File: src/design/pcdg_pkg.sv
// ----------------------------------------------------------------------------
// pcdg_pkg
// Shared types, codes and constants of the probabilistic clock divider grid.
// ----------------------------------------------------------------------------
`timescale 1ns / 1ps

package pcdg_pkg;

    // default parameter values
    localparam int CELLS_DEF       = 16;
    localparam int MAX_DIVISOR_DEF = 64;
    localparam int COUNT_BITS_DEF  = 32;
    localparam int CHANCE_BITS_DEF = 4;

    // grid geometry
    localparam int GRID        = 16;
    localparam int GRID_SIDE   = 4;
    localparam int LANE_STRIDE = 4;

    // item field widths
    localparam int OP_W     = 3;
    localparam int IDX_W    = 4;
    localparam int DIV_W    = 7;
    localparam int OFF_W    = 8;
    localparam int CHANCE_W = 5;
    localparam int RAND_W   = 64;
    localparam int SIDE_W   = 4;

    localparam logic signed [OFF_W-1:0] OFFSET_MAX = 8'sd64;
    localparam logic signed [OFF_W-1:0] OFFSET_MIN = -8'sd64;

    typedef enum logic [OP_W-1:0] {
        OP_CLOCK       = 3'd0,
        OP_RESET_COUNT = 3'd1,
        OP_WRITE_CELL  = 3'd2,
        OP_TOGGLE_COL  = 3'd3,
        OP_TOGGLE_ROW  = 3'd4
    } t_op;

    typedef enum logic [1:0] {
        S_IDLE,
        S_RUN,
        S_DONE
    } t_state;

    typedef struct packed {
        logic start;
        logic step;
        logic wr;
    } t_lane_ctl;

    typedef struct packed {
        logic [SIDE_W-1:0] column_fire;
        logic [SIDE_W-1:0] row_fire;
        logic [GRID-1:0]   cells_fired;
        logic [GRID-1:0]   cells_active;
        logic [SIDE_W-1:0] column_enable;
        logic [SIDE_W-1:0] row_enable;
    } t_result;

endpackage

File: src/design/pcdg_in_if.sv
// ----------------------------------------------------------------------------
// pcdg_in_if
// Command channel: valid/ready handshake with one command beat.
// ----------------------------------------------------------------------------
`timescale 1ns / 1ps

interface pcdg_in_if;
    logic                valid;
    logic                ready;
    logic [2:0]          op;
    logic [3:0]          cell_index;
    logic [6:0]          divisor;
    logic signed [7:0]   offset;
    logic [4:0]          chance;
    logic [63:0]         chance_bits;

    modport source (
        output valid, op, cell_index, divisor, offset, chance, chance_bits,
        input  ready
    );
    modport sink (
        input  valid, op, cell_index, divisor, offset, chance, chance_bits,
        output ready
    );
endinterface

File: src/design/pcdg_out_if.sv
// ----------------------------------------------------------------------------
// pcdg_out_if
// Result channel: valid/ready handshake with one result beat.
// ----------------------------------------------------------------------------
`timescale 1ns / 1ps

interface pcdg_out_if;
    logic        valid;
    logic        ready;
    logic [3:0]  column_fire;
    logic [3:0]  row_fire;
    logic [15:0] cells_fired;
    logic [15:0] cells_active;
    logic [3:0]  column_enable;
    logic [3:0]  row_enable;

    modport source (
        output valid, column_fire, row_fire, cells_fired, cells_active,
               column_enable, row_enable,
        input  ready
    );
    modport sink (
        input  valid, column_fire, row_fire, cells_fired, cells_active,
               column_enable, row_enable,
        output ready
    );
endinterface

File: src/design/pcdg_lane.sv
// ----------------------------------------------------------------------------
// pcdg_lane
// One grid cell: holds divisor, offset and chance, and tests a beat for
// divisibility with a bit-serial remainder, one target bit per step.
// ----------------------------------------------------------------------------
`timescale 1ns / 1ps

module pcdg_lane #(
    parameter int MAX_DIVISOR = pcdg_pkg::MAX_DIVISOR_DEF,
    parameter int COUNT_BITS  = pcdg_pkg::COUNT_BITS_DEF,
    parameter int CHANCE_BITS = pcdg_pkg::CHANCE_BITS_DEF
) (
    input  logic                          i_clk,
    input  logic                          i_rst_n,
    input  pcdg_pkg::t_lane_ctl           i_ctl,
    input  logic [COUNT_BITS-1:0]         i_count,
    input  logic [CHANCE_BITS-1:0]        i_lane_bits,
    input  logic [pcdg_pkg::DIV_W-1:0]    i_divisor,
    input  logic signed [pcdg_pkg::OFF_W-1:0] i_offset,
    input  logic [pcdg_pkg::CHANCE_W-1:0] i_chance,
    output logic                          o_fire,
    output logic                          o_active
);
    import pcdg_pkg::*;

    localparam int DB    = $clog2(MAX_DIVISOR + 1);
    localparam int CHB   = CHANCE_BITS + 1;
    localparam int TBITS = COUNT_BITS + 1;
    localparam int TW    = COUNT_BITS + 2;
    localparam logic [CHB-1:0] CHANCE_FULL = CHB'(1) << CHANCE_BITS;

    logic [DB-1:0]           r_div;
    logic signed [OFF_W-1:0] r_off;
    logic [CHB-1:0]          r_chance;
    logic [TBITS-1:0]        r_tgt;
    logic [DB-1:0]           r_rem;
    logic                    r_neg;
    logic                    r_chance_ok;

    logic [DB-1:0]           n_div;
    logic signed [OFF_W-1:0] n_off;
    logic [CHB-1:0]          n_chance;
    logic signed [TW-1:0]    w_tgt;
    logic [DB:0]             w_shift;
    logic [DB-1:0]           n_rem;

    // saturate written values
    always_comb begin
        if ({1'b0, i_divisor} > 8'(MAX_DIVISOR)) begin
            n_div = DB'(MAX_DIVISOR);
        end else begin
            n_div = DB'(i_divisor);
        end
        if (i_offset > OFFSET_MAX) begin
            n_off = OFFSET_MAX;
        end else if (i_offset < OFFSET_MIN) begin
            n_off = OFFSET_MIN;
        end else begin
            n_off = i_offset;
        end
        if (i_chance > CHANCE_W'(CHANCE_FULL)) begin
            n_chance = CHANCE_FULL;
        end else begin
            n_chance = CHB'(i_chance);
        end
    end

    assign w_tgt   = $signed({2'b00, i_count}) + TW'(r_off);
    assign w_shift = {r_rem, r_tgt[TBITS-1]};

    always_comb begin
        if (w_shift >= {1'b0, r_div}) begin
            n_rem = DB'(w_shift - {1'b0, r_div});
        end else begin
            n_rem = DB'(w_shift);
        end
    end

    always_ff @(posedge i_clk) begin
        if (!i_rst_n) begin
            r_div       <= '0;
            r_off       <= '0;
            r_chance    <= CHANCE_FULL;
            r_rem       <= '0;
            r_neg       <= 1'b0;
            r_chance_ok <= 1'b0;
        end else begin
            if (i_ctl.wr) begin
                r_div    <= n_div;
                r_off    <= n_off;
                r_chance <= n_chance;
            end
            if (i_ctl.start) begin
                r_rem       <= '0;
                r_neg       <= w_tgt[TW-1];
                r_chance_ok <= ({1'b0, i_lane_bits} < r_chance);
            end else if (i_ctl.step) begin
                r_rem <= n_rem;
            end
        end
    end

    // target bits, most significant first
    always_ff @(posedge i_clk) begin
        if (i_ctl.start) begin
            r_tgt <= w_tgt[TBITS-1:0];
        end else if (i_ctl.step) begin
            r_tgt <= {r_tgt[TBITS-2:0], 1'b0};
        end
    end

    assign o_active = (r_div != '0);
    assign o_fire   = o_active && !r_neg && (r_rem == '0) && r_chance_ok;

endmodule

File: src/design/pcdg_merge.sv
// ----------------------------------------------------------------------------
// pcdg_merge
// Fold per-cell fire bits, zeroed for non-clock commands, into column and
// row pulses and gate them with the enables; assemble the result beat.
// ----------------------------------------------------------------------------
`timescale 1ns / 1ps

module pcdg_merge (
    input  logic                          i_is_clock,
    input  logic [pcdg_pkg::GRID-1:0]     i_fired,
    input  logic [pcdg_pkg::GRID-1:0]     i_active,
    input  logic [pcdg_pkg::SIDE_W-1:0]   i_col_en,
    input  logic [pcdg_pkg::SIDE_W-1:0]   i_row_en,
    output pcdg_pkg::t_result             o_result
);
    import pcdg_pkg::*;

    logic [GRID-1:0]   w_fired;
    logic [SIDE_W-1:0] w_cols;
    logic [SIDE_W-1:0] w_rows;

    assign w_fired = i_is_clock ? i_fired : '0;

    always_comb begin
        w_cols = '0;
        w_rows = '0;
        for (int i = 0; i < GRID; i++) begin
            w_cols[i % GRID_SIDE] = w_cols[i % GRID_SIDE] | w_fired[i];
            w_rows[i / GRID_SIDE] = w_rows[i / GRID_SIDE] | w_fired[i];
        end
    end

    assign o_result.column_fire   = w_cols & i_col_en;
    assign o_result.row_fire      = w_rows & i_row_en;
    assign o_result.cells_fired   = w_fired;
    assign o_result.cells_active  = i_active;
    assign o_result.column_enable = i_col_en;
    assign o_result.row_enable    = i_row_en;

endmodule

File: src/design/probabilistic_clock_divider_grid.sv
// ----------------------------------------------------------------------------
// probabilistic_clock_divider_grid
// Clock beat: idle to run, where each cell lane steps its bit-serial
//   remainder over the COUNT_BITS+1 target bits, one bit per step,
//   then to done, which waits for a free result slot.
// Other commands: idle straight to done.
// One command in flight; a new command is taken while a result waits.
// Synchronous active-low reset: count zero, cells inactive, enables all ones.
// ----------------------------------------------------------------------------
`timescale 1ns / 1ps

module probabilistic_clock_divider_grid #(
    parameter int CELLS       = pcdg_pkg::CELLS_DEF,
    parameter int MAX_DIVISOR = pcdg_pkg::MAX_DIVISOR_DEF,
    parameter int COUNT_BITS  = pcdg_pkg::COUNT_BITS_DEF,
    parameter int CHANCE_BITS = pcdg_pkg::CHANCE_BITS_DEF
) (
    input  logic       i_clk,
    input  logic       i_rst_n,
    pcdg_in_if.sink    i_cmd,
    pcdg_out_if.source o_res
);
    import pcdg_pkg::*;

    localparam int TBITS     = COUNT_BITS + 1;
    localparam int STEP_BITS = $clog2(TBITS);

    t_state                r_state, n_state;
    logic [STEP_BITS-1:0]  r_step, n_step;
    logic [COUNT_BITS-1:0] r_count;
    logic [SIDE_W-1:0]     r_col_en;
    logic [SIDE_W-1:0]     r_row_en;
    logic                  r_is_clock;
    logic                  r_out_valid, n_out_valid;
    t_result               r_out;

    logic                  w_acc;
    logic                  w_load;
    logic [COUNT_BITS-1:0] w_count_inc;
    logic [GRID-1:0]       w_fire;
    logic [GRID-1:0]       w_active;
    t_result               w_result;

    assign w_acc       = i_cmd.valid && i_cmd.ready;
    assign w_count_inc = r_count + COUNT_BITS'(1);

    // ---------------- lanes ----------------
    for (genvar g = 0; g < GRID; g++) begin : g_lane
        if (g < CELLS) begin : g_cell
            t_lane_ctl w_ctl;
            assign w_ctl.start = w_acc && (i_cmd.op == OP_CLOCK);
            assign w_ctl.step  = (r_state == S_RUN);
            assign w_ctl.wr    = w_acc && (i_cmd.op == OP_WRITE_CELL)
                                 && (i_cmd.cell_index == IDX_W'(g));

            pcdg_lane #(
                .MAX_DIVISOR (MAX_DIVISOR),
                .COUNT_BITS  (COUNT_BITS),
                .CHANCE_BITS (CHANCE_BITS)
            ) u_lane (
                .i_clk       (i_clk),
                .i_rst_n     (i_rst_n),
                .i_ctl       (w_ctl),
                .i_count     (w_count_inc),
                .i_lane_bits (i_cmd.chance_bits[g*LANE_STRIDE +: CHANCE_BITS]),
                .i_divisor   (i_cmd.divisor),
                .i_offset    (i_cmd.offset),
                .i_chance    (i_cmd.chance),
                .o_fire      (w_fire[g]),
                .o_active    (w_active[g])
            );
        end else begin : g_none
            assign w_fire[g]   = 1'b0;
            assign w_active[g] = 1'b0;
        end
    end

    pcdg_merge u_merge (
        .i_is_clock (r_is_clock),
        .i_fired    (w_fire),
        .i_active   (w_active),
        .i_col_en   (r_col_en),
        .i_row_en   (r_row_en),
        .o_result   (w_result)
    );

    // ---------------- control ----------------
    always_ff @(posedge i_clk) begin
        if (!i_rst_n) begin
            r_state     <= S_IDLE;
            r_step      <= '0;
            r_out_valid <= 1'b0;
        end else begin
            r_state     <= n_state;
            r_step      <= n_step;
            r_out_valid <= n_out_valid;
        end
    end

    always_comb begin
        n_state     = r_state;
        n_step      = r_step;
        i_cmd.ready = 1'b0;
        w_load      = 1'b0;
        unique case (r_state)
            S_IDLE: begin
                i_cmd.ready = 1'b1;
                if (w_acc) begin
                    if (i_cmd.op == OP_CLOCK) begin
                        n_state = S_RUN;
                        n_step  = STEP_BITS'(TBITS - 1);
                    end else begin
                        n_state = S_DONE;
                    end
                end
            end
            S_RUN: begin
                n_step = r_step - STEP_BITS'(1);
                if (r_step == '0) begin
                    n_state = S_DONE;
                end
            end
            S_DONE: begin
                // hold until the result slot frees up
                if (!r_out_valid || o_res.ready) begin
                    w_load  = 1'b1;
                    n_state = S_IDLE;
                end
            end
            default: begin
                n_state = S_IDLE;
            end
        endcase
        if (w_load) begin
            n_out_valid = 1'b1;
        end else if (o_res.ready) begin
            n_out_valid = 1'b0;
        end else begin
            n_out_valid = r_out_valid;
        end
    end

    // ---------------- grid state ----------------
    always_ff @(posedge i_clk) begin
        if (!i_rst_n) begin
            r_count    <= '0;
            r_col_en   <= '1;
            r_row_en   <= '1;
            r_is_clock <= 1'b0;
        end else if (w_acc) begin
            r_is_clock <= (i_cmd.op == OP_CLOCK);
            case (i_cmd.op)
                OP_CLOCK:       r_count <= w_count_inc;
                OP_RESET_COUNT: r_count <= '0;
                OP_TOGGLE_COL: begin
                    if (i_cmd.cell_index[3:2] == 2'b00) begin
                        r_col_en <= r_col_en ^ (SIDE_W'(1) << i_cmd.cell_index[1:0]);
                    end
                end
                OP_TOGGLE_ROW: begin
                    if (i_cmd.cell_index[3:2] == 2'b00) begin
                        r_row_en <= r_row_en ^ (SIDE_W'(1) << i_cmd.cell_index[1:0]);
                    end
                end
                default: begin
                end
            endcase
        end
    end

    always_ff @(posedge i_clk) begin
        if (w_load) begin
            r_out <= w_result;
        end
    end

    assign o_res.valid         = r_out_valid;
    assign o_res.column_fire   = r_out.column_fire;
    assign o_res.row_fire      = r_out.row_fire;
    assign o_res.cells_fired   = r_out.cells_fired;
    assign o_res.cells_active  = r_out.cells_active;
    assign o_res.column_enable = r_out.column_enable;
    assign o_res.row_enable    = r_out.row_enable;

    // ---------------- assertions ----------------
    a_fired_active: assert property (@(posedge i_clk) disable iff (!i_rst_n)
        o_res.valid |-> ((o_res.cells_fired & ~o_res.cells_active) == '0))
        else $error("fired cell is not active");

    a_col_gated: assert property (@(posedge i_clk) disable iff (!i_rst_n)
        o_res.valid |-> ((o_res.column_fire & ~o_res.column_enable) == '0)
                     && ((o_res.row_fire & ~o_res.row_enable) == '0))
        else $error("pulse on a disabled column or row");

    a_quiet: assert property (@(posedge i_clk) disable iff (!i_rst_n)
        (o_res.valid && o_res.cells_fired == '0)
            |-> (o_res.column_fire == '0 && o_res.row_fire == '0))
        else $error("column or row pulse without a fired cell");

    a_count: assert property (@(posedge i_clk) disable iff (!i_rst_n)
        (w_acc && i_cmd.op == OP_CLOCK)
            |=> (r_count == COUNT_BITS'($past(r_count) + COUNT_BITS'(1))))
        else $error("beat count did not advance");

    a_run_len: assert property (@(posedge i_clk) disable iff (!i_rst_n)
        (r_state == S_RUN && r_step != '0) |=> (r_state == S_RUN))
        else $error("lane iteration cut short");

endmodule

File: src/flat_wrapper.sv
// flat-port wrapper written by rule: the top's interface ports become plain ports
module probabilistic_clock_divider_grid_flat import pcdg_pkg::*;
#(
    parameter int CELLS       = pcdg_pkg::CELLS_DEF,
    parameter int MAX_DIVISOR = pcdg_pkg::MAX_DIVISOR_DEF,
    parameter int COUNT_BITS  = pcdg_pkg::COUNT_BITS_DEF,
    parameter int CHANCE_BITS = pcdg_pkg::CHANCE_BITS_DEF
)
  (i_clk, i_rst_n, i_cmd_valid, i_cmd_op, i_cmd_cell_index, i_cmd_divisor, i_cmd_offset, i_cmd_chance, i_cmd_chance_bits, i_cmd_ready, o_res_valid, o_res_column_fire, o_res_row_fire, o_res_cells_fired, o_res_cells_active, o_res_column_enable, o_res_row_enable, o_res_ready);
  pcdg_in_if i_cmd_i ();
  pcdg_out_if o_res_i ();
  input  logic i_clk;
  input  logic i_rst_n;
  input wire logic [$bits(i_cmd_i.valid)-1:0] i_cmd_valid;
  input wire logic [$bits(i_cmd_i.op)-1:0] i_cmd_op;
  input wire logic [$bits(i_cmd_i.cell_index)-1:0] i_cmd_cell_index;
  input wire logic [$bits(i_cmd_i.divisor)-1:0] i_cmd_divisor;
  input wire logic [$bits(i_cmd_i.offset)-1:0] i_cmd_offset;
  input wire logic [$bits(i_cmd_i.chance)-1:0] i_cmd_chance;
  input wire logic [$bits(i_cmd_i.chance_bits)-1:0] i_cmd_chance_bits;
  output wire logic [$bits(i_cmd_i.ready)-1:0] i_cmd_ready;
  output wire logic [$bits(o_res_i.valid)-1:0] o_res_valid;
  output wire logic [$bits(o_res_i.column_fire)-1:0] o_res_column_fire;
  output wire logic [$bits(o_res_i.row_fire)-1:0] o_res_row_fire;
  output wire logic [$bits(o_res_i.cells_fired)-1:0] o_res_cells_fired;
  output wire logic [$bits(o_res_i.cells_active)-1:0] o_res_cells_active;
  output wire logic [$bits(o_res_i.column_enable)-1:0] o_res_column_enable;
  output wire logic [$bits(o_res_i.row_enable)-1:0] o_res_row_enable;
  input wire logic [$bits(o_res_i.ready)-1:0] o_res_ready;
  assign i_cmd_i.valid = i_cmd_valid;
  assign i_cmd_i.op = i_cmd_op;
  assign i_cmd_i.cell_index = i_cmd_cell_index;
  assign i_cmd_i.divisor = i_cmd_divisor;
  assign i_cmd_i.offset = i_cmd_offset;
  assign i_cmd_i.chance = i_cmd_chance;
  assign i_cmd_i.chance_bits = i_cmd_chance_bits;
  assign i_cmd_ready = i_cmd_i.ready;
  assign o_res_valid = o_res_i.valid;
  assign o_res_column_fire = o_res_i.column_fire;
  assign o_res_row_fire = o_res_i.row_fire;
  assign o_res_cells_fired = o_res_i.cells_fired;
  assign o_res_cells_active = o_res_i.cells_active;
  assign o_res_column_enable = o_res_i.column_enable;
  assign o_res_row_enable = o_res_i.row_enable;
  assign o_res_i.ready = o_res_ready;
  probabilistic_clock_divider_grid #(.CELLS(CELLS), .MAX_DIVISOR(MAX_DIVISOR), .COUNT_BITS(COUNT_BITS), .CHANCE_BITS(CHANCE_BITS)) u_core (.i_clk(i_clk), .i_rst_n(i_rst_n), .i_cmd(i_cmd_i), .o_res(o_res_i));
endmodule
File: config.mk
export PLATFORM = sky130hd
export DESIGN_NAME = probabilistic_clock_divider_grid_flat
export DESIGN_NICKNAME = d
export VERILOG_FILES = /design/src/design/pcdg_pkg.sv /design/src/design/pcdg_in_if.sv /design/src/design/pcdg_out_if.sv /design/src/design/pcdg_lane.sv /design/src/design/pcdg_merge.sv /design/src/design/probabilistic_clock_divider_grid.sv /design/src/flat_wrapper.sv
export SDC_FILE = /design/constraint.sdc
export NUM_CORES = 2
export LEC_CHECK = 0
export BUFFER_PORTS_ARGS = -buffer_cell sky130_fd_sc_hd__buf_2
export CAP_MARGIN = 0
export CORE_MARGIN = 1.5
export CORE_UTILIZATION = 25
export CTS_CLUSTER_SIZE = 25
export DETAILED_ROUTE_END_ITERATION = 16
export GPL_TIMING_DRIVEN = 0
export PLACE_DENSITY = 0.41
export SKIP_CTS_REPAIR_TIMING = 1
export SKIP_LAST_GASP = 1
export SYNTH_ARGS = -nofsm -noshare
export SYNTH_HDL_FRONTEND = slang
export SYNTH_SLANG_ARGS = --single-unit
File: constraint.sdc
create_clock -name i_clk -period 18.9 [get_ports i_clk]
set_input_delay 4.725 -clock i_clk [delete_from_list [all_inputs] [get_ports i_clk]]
set_output_delay 4.725 -clock i_clk [all_outputs]
set_load 0.01 [all_outputs]
* Word-level counts from Yosys, hierarchy flattened *
Cells that the tools add are included.

operators by class
  $add $sub $neg = 34
  $lt $le $gt $ge = 36
  eq/ne operators = 25
  shifts and indexed selects = 1
  mux-type cells = 67
  bitwise operators = 29
  reductions and logical operators = 132

operators with widths
  cell                                                                          count
  33-bit two-way mux                                                            32
  33-bit by 8-bit adder with 34-bit output                                      16
  8-bit by 7-bit >= comparator with 1-bit output                                16
  7-bit two-way mux                                                             17
  7-bit logical NOT                                                             16
  7-bit nonzero test                                                            16
  7-bit subtractor                                                              16
  4-bit by 5-bit less-than comparator with 1-bit output                         16
  1-bit logical AND                                                             67
  32-bit case mux with 2 select lines                                           1
  32-bit by 1-bit adder with 32-bit output, second input constant               1
  4-bit == test, second input constant                                          8
  1-bit OR                                                                      24
  1-bit logical NOT                                                             17
  4-bit by 3-bit == test with 1-bit output, second input constant               4
  16-bit two-way mux                                                            1
  8-bit two-way mux                                                             2
  6-bit two-way mux                                                             2
  6-bit case mux with 2 select lines                                            1
  3-bit AND reduction                                                           4
  4-bit bitwise AND                                                             2
  4-bit by 2-bit == test with 1-bit output, second input constant               2
  8-bit > comparator, second input constant                                     1
  8-bit by 7-bit less-than comparator with 1-bit output, second input constant  1
  25 further kinds                                                              41

word-level totals
  bits in registers = 1090
  input port bits = 95
  output and inout bits = 50
  logic and storage cells = 449

* Longest topological paths before layout *
  depth after elaboration = 9
  gate-level depth with buffers = 22
  gate-level depth less buffers = 20

* Cells and area by module *
From an unflattened synthesis, not the netlist that was laid out.

unflattened totals
  cells, all modules = 8738
  area, all modules = 79899.1 µm²

modules (own cells, without submodules)
  module                                           instances  cells an instance  area an instance (µm²)  sequential area each (µm²)
  pcdg_lane at u_core.g_lane[0].g_cell.u_lane ...  10         515                4670.7                  1571.5
  pcdg_lane at u_core.g_lane[6].g_cell.u_lane ...  2          495                4648.2                  1571.5
  pcdg_lane at u_core.g_lane[9].g_cell.u_lane      1          536                4795.8                  1571.5
  probabilistic_clock_divider_grid                 1          481                4719.5                  2442.3
  pcdg_lane at u_core.g_lane[12].g_cell.u_lane     1          507                4698.3                  1571.5
  pcdg_lane at u_core.g_lane[13].g_cell.u_lane     1          507                4667.0                  1571.5
  pcdg_lane at u_core.g_lane[8].g_cell.u_lane      1          501                4611.9                  1571.5
  pcdg_merge                                       1          66                 402.9                   0.0

* Least setup slack after synthesis *
Ideal clock, no wire load.

  path type = input to register
  start point = in i_cmd_op[2]
  end point = reg u_core.r_step[4]
  setup time = 0.128 ns
  arrival = 17.161 ns
  required time = 18.772 ns
  path slack = 1.612 ns
  stages = 8
  path buffers = 0
  cells stage by stage = or3_1 -> nor2_1 -> nor2_1 -> inv_1 -> nand2_1 -> nor3_1 -> xnor2_1 -> nor2_1

on the way
  cells in the longest elaborated chain, start to end = 3

ends and longest elaborated chain
  element                                             RTL line                                 text
  from (decl)                                         flat_wrapper.sv:15                       input wire logic [$bits(i_cmd_i.op)-1:0] i_cmd_op;
  3-bit logical NOT                                   probabilistic_clock_divider_grid.sv:109  if (i_cmd.op == OP_CLOCK) begin
  2-bit by 1-bit != test with 1-bit output (no line)  n/a
  3-bit AND reduction (no line)                       n/a
  to (signal assigned)                                probabilistic_clock_divider_grid.sv:95   r_step <= n_step;
  to (decl)                                           probabilistic_clock_divider_grid.sv:29   logic [STEP_BITS-1:0] r_step, n_step;

No other way between the ends.
A chain may end at the register's enable or synchronous reset.

* Final worst setup path *
  start point = in i_cmd_op[2]
  end point = reg u_core.g_lane[11].g_cell.u_lane.r_tgt[32] (data pin)

on the way
  cells in the longest elaborated chain, start to end = 3

ends and longest elaborated chain
  element               RTL line                                text
  3-bit logical NOT     probabilistic_clock_divider_grid.sv:51  assign w_ctl.start = w_acc && (i_cmd.op == OP_CLOCK);
  1-bit logical AND     probabilistic_clock_divider_grid.sv:51
  33-bit two-way mux    pcdg_lane.sv:105                        if (i_ctl.start) begin
  to (signal assigned)  pcdg_lane.sv:106                        r_tgt <= w_tgt[TBITS-1:0];
  to (signal assigned)  pcdg_lane.sv:108                        r_tgt <= {r_tgt[TBITS-2:0], 1'b0};
  to (decl)             pcdg_lane.sv:35                         logic [TBITS-1:0] r_tgt;

No other way between the ends.

==> impl_metrics.env <==
export IMPL_yosys_register_bits=1090
export IMPL_maxCapViolCount=4
export IMPL_worstPathArrival_ps=9400
export IMPL_path_max_fanout=10
export IMPL_grt_usage_pct=19.7
export IMPL_core_area_um2=294000
export IMPL_max_clock_freq_ghz=0.111
export IMPL_numCtsBuffers=152
export IMPL_fin_util_pct=29.4
export IMPL_ios=145
export IMPL_status="finished, violations left"
export IMPL_final_common_cell="nand2_1"
export IMPL_final_antenna_net_count=0
export IMPL_clock_path_buffers=4
export IMPL_seq_area_frac_synth_pct=37.3
export IMPL_slew_headroom_pct=-4.93
export IMPL_io_buffer_count=143
export IMPL_finClkSkew_ps=79.0
export IMPL_syn_inst=8522
export IMPL_rsz0062_at_grt="false"
export IMPL_numClockSinks=1090
export IMPL_min_period_ps=9010
export IMPL_use_met3_pct=2.44
export IMPL_grt_pass1_vias=62000
export IMPL_end_kind="flip-flop"
export IMPL_num_vias=65400
export IMPL_yosys_warnings=0
export IMPL_timing_hold_ws_ps=463
export IMPL_criticalPathCategory="input port to flip-flop"
export IMPL_power_density_nw_per_um2=66.4
export IMPL_wl_mm=303
export IMPL_syn2layout_area_growth_pct=16.9
export IMPL_wl_per_cell_um=23.4
export IMPL_initial_utilization_pct=25.1
export IMPL_grt_max_degree=123
export IMPL_yosys_area_top_type="edfxtp_1"
export IMPL_antenna_found_initial=26
export IMPL_grt_pass1_wl_mm=435
export IMPL_busiest_layer="met2"
export IMPL_post_route_drc_count=10
export IMPL_clkLatencyLatePin_ps=860
export IMPL_gp_congestion=0.900
export IMPL_clkTransAtPathRegs_ps=60
export IMPL_die_h_um=547
export IMPL_critPathRequiredTime_ps=19300
export IMPL_p_leak_uw=0.0351
export IMPL_syn_cell_area_um2=73900
export IMPL_drt_first_pass_iters=14
export IMPL_most_common_layout_cells="nand2_1 (1581), o21ai_0 (791), ha_1 (706), edfxtp_1 (576), a21oi_1 (550)"
export IMPL_vdd_drop_max_mv=0.0545
export IMPL_design_area_um2=86300
export IMPL_syn_nets=9356
export IMPL_synth_top_cell_area_share_pct=23.4
export IMPL_dieArea_um2=299000
export IMPL_cts_tree="done"
export IMPL_p_total_uw=5730
export IMPL_die_w_um=547
export IMPL_finalMaxSlewViolations=33
export IMPL_setup_tns_ps=0
export IMPL_synthArstFlopShare_pct=0
export IMPL_grt_remaining_overflow=0
export IMPL_hp_class="flip-flop to flip-flop"
export IMPL_violations="DRC, capacitance limit, slew limit"
export IMPL_synthTopCellsByArea="edfxtp_1 (23%), dfxtp_1 (14%), ha_1 (12%)"
export IMPL_placed_cell_area_um2=81500
export IMPL_synth_distinct_cells=91
export IMPL_nets=9746
export IMPL_finalHoldViolCount=0
export IMPL_hpwlAfterDp_mm=229
export IMPL_drive_above_1_share_pct=6.52
export IMPL_finalCritPeriodShare_pct=47.6
export IMPL_critPathLaunchType="input port"
export IMPL_worstMarginPinSlew_ps=1570
export IMPL_rrSetupSlack_ps=11290
export IMPL_fp_row_count=199
export IMPL_vias_per_cell=5.04
export IMPL_clock_root_buffer="clkbuf_16"
export IMPL_synth_ff_type="edfxtp_1"
export IMPL_use_met2_pct=31.5
export IMPL_drt_initial_drc_count=5447
export IMPL_setup_violations=0
export IMPL_h_tree_depth=4
export IMPL_syn_avg_cell_area_um2=8.67
export IMPL_met1_usage_pct=27.1
export IMPL_synth_edf_count=576
cell families (layout without fill, tap and decap cells):
group,count (synthesis),after routing,synth area share [%]
simple gates,2859,2859,17.2
mux,10,10,0.141
flops,1090,1090,37.3
xor+xnor,549,549,6.51
compound gates,2627,2627,22.6
other cells,0,11,0
buf+inv,648,1154,3.29
fa+ha+maj,739,739,12.8
cells in the mapped netlist, types with 56 or more instances:
library cell and count:
nand4_1 66, nor2b_1 121, xnor2_1 293, a211oi_1 118
nand2_1 1581, o31ai_1 56, a21boi_0 299, clkbuf_1 339
ha_1 707, a21oi_1 550, o21a_1 61, nand3_1 146
nor3_1 148, nor2_1 397, dfxtp_1 514, inv_1 290
a21o_1 353, and3_1 88, edfxtp_1 576, xor2_1 256
nand2b_1 110, o21ai_0 792
flip-flops by register name, summed over array words and instances, names as in the netlist:
register	flops
u_core.g_lane.g_cell.u_lane.r_tgt	528
u_core.g_lane.g_cell.u_lane.r_off	128
u_core.g_lane.g_cell.u_lane.r_div	112
u_core.g_lane.g_cell.u_lane.r_rem	112
u_core.g_lane.g_cell.u_lane.r_chance	80
u_core.r_count	32
u_core.g_lane.g_cell.u_lane.r_chance_ok	16
u_core.g_lane.g_cell.u_lane.r_neg	16
u_core.o_res.cells_active	16
u_core.o_res.cells_fired	16
u_core.r_step	6
u_core.o_res.column_enable	4
u_core.o_res.column_fire	4
u_core.o_res.row_enable	4
u_core.o_res.row_fire	4
u_core.r_col_en	4
u_core.r_row_en	4
u_core.r_state	2
u_core.o_res.valid	1
u_core.r_is_clock	1
per-stage QoR:
stage / setup slack [ps] / std cells
5_1_grt: 10000 / 13000
2_1_floorplan: 1610 / 8522
6_report: 9890 / 13000
3_5_place_dp: 9160 / 12700
3_3_place_gp: -6110 / 12600
4_1_cts: 10050 / 12900
power breakdown:
part | switching (µW) | internal, µW
Sequential | 18.2 | 2530
Clock | 1200 | 1660
Combinational | 237 | 84.0
Total | 1460 | 4280
cell type report:
cell class | instances | area (µm²)
Sequential cell | 1090 | 27600
Clock buffer | 211 | 4270
Fill cell | 31400 | 207000
Multi-Input combinational cell | 6784 | 44200
Inverter | 290 | 1100
Clock inverter | 59 | 513
Antenna cell | 11 | 27.5
Buffer | 358 | 1370
Timing Repair Buffer | 236 | 2330
Tap cell | 3919 | 4900
path summary, 6_finish.rpt:
| kind | startpoint | cells after the start | endpoint |
|---|---|---|---|
| max | i_cmd_op[2] | 9 | u_core.g_lane[11].g_cell.u_lane.r_tgt[32]$_DFFE_PP_ |
| min | u_core.g_lane[13].g_cell.u_lane.r_chance[3]$_SDFFE_PN0P_ | 2 | u_core.g_lane[13].g_cell.u_lane.r_chance[3]$_SDFFE_PN0P_ |
| max reg2reg | u_core.r_count[0]$_SDFFE_PN0P_ | 22 | u_core.g_lane[11].g_cell.u_lane.r_tgt[32]$_DFFE_PP_ |
| min reg2reg | u_core.g_lane[13].g_cell.u_lane.r_chance[3]$_SDFFE_PN0P_ | 2 | u_core.g_lane[13].g_cell.u_lane.r_chance[3]$_SDFFE_PN0P_ |
routing by layer:
metal,vias up,wire (µm)
met1,31700,142000
met5,-,13
met3,403,14800
li1,31500,-
met2,1712,135000
met4,2,11400
worst max-delay path, cell delays in order:
cell and delay (ps):
buf_2 140, nor3_1 120, nand3_1 230, clkbuf_1 940
clkbuf_2 750, clkbuf_2 720, clkbuf_1 1030, nand2_1 100
o21ai_0 570
No activity file was read; power rests on OpenSTA's default activity.
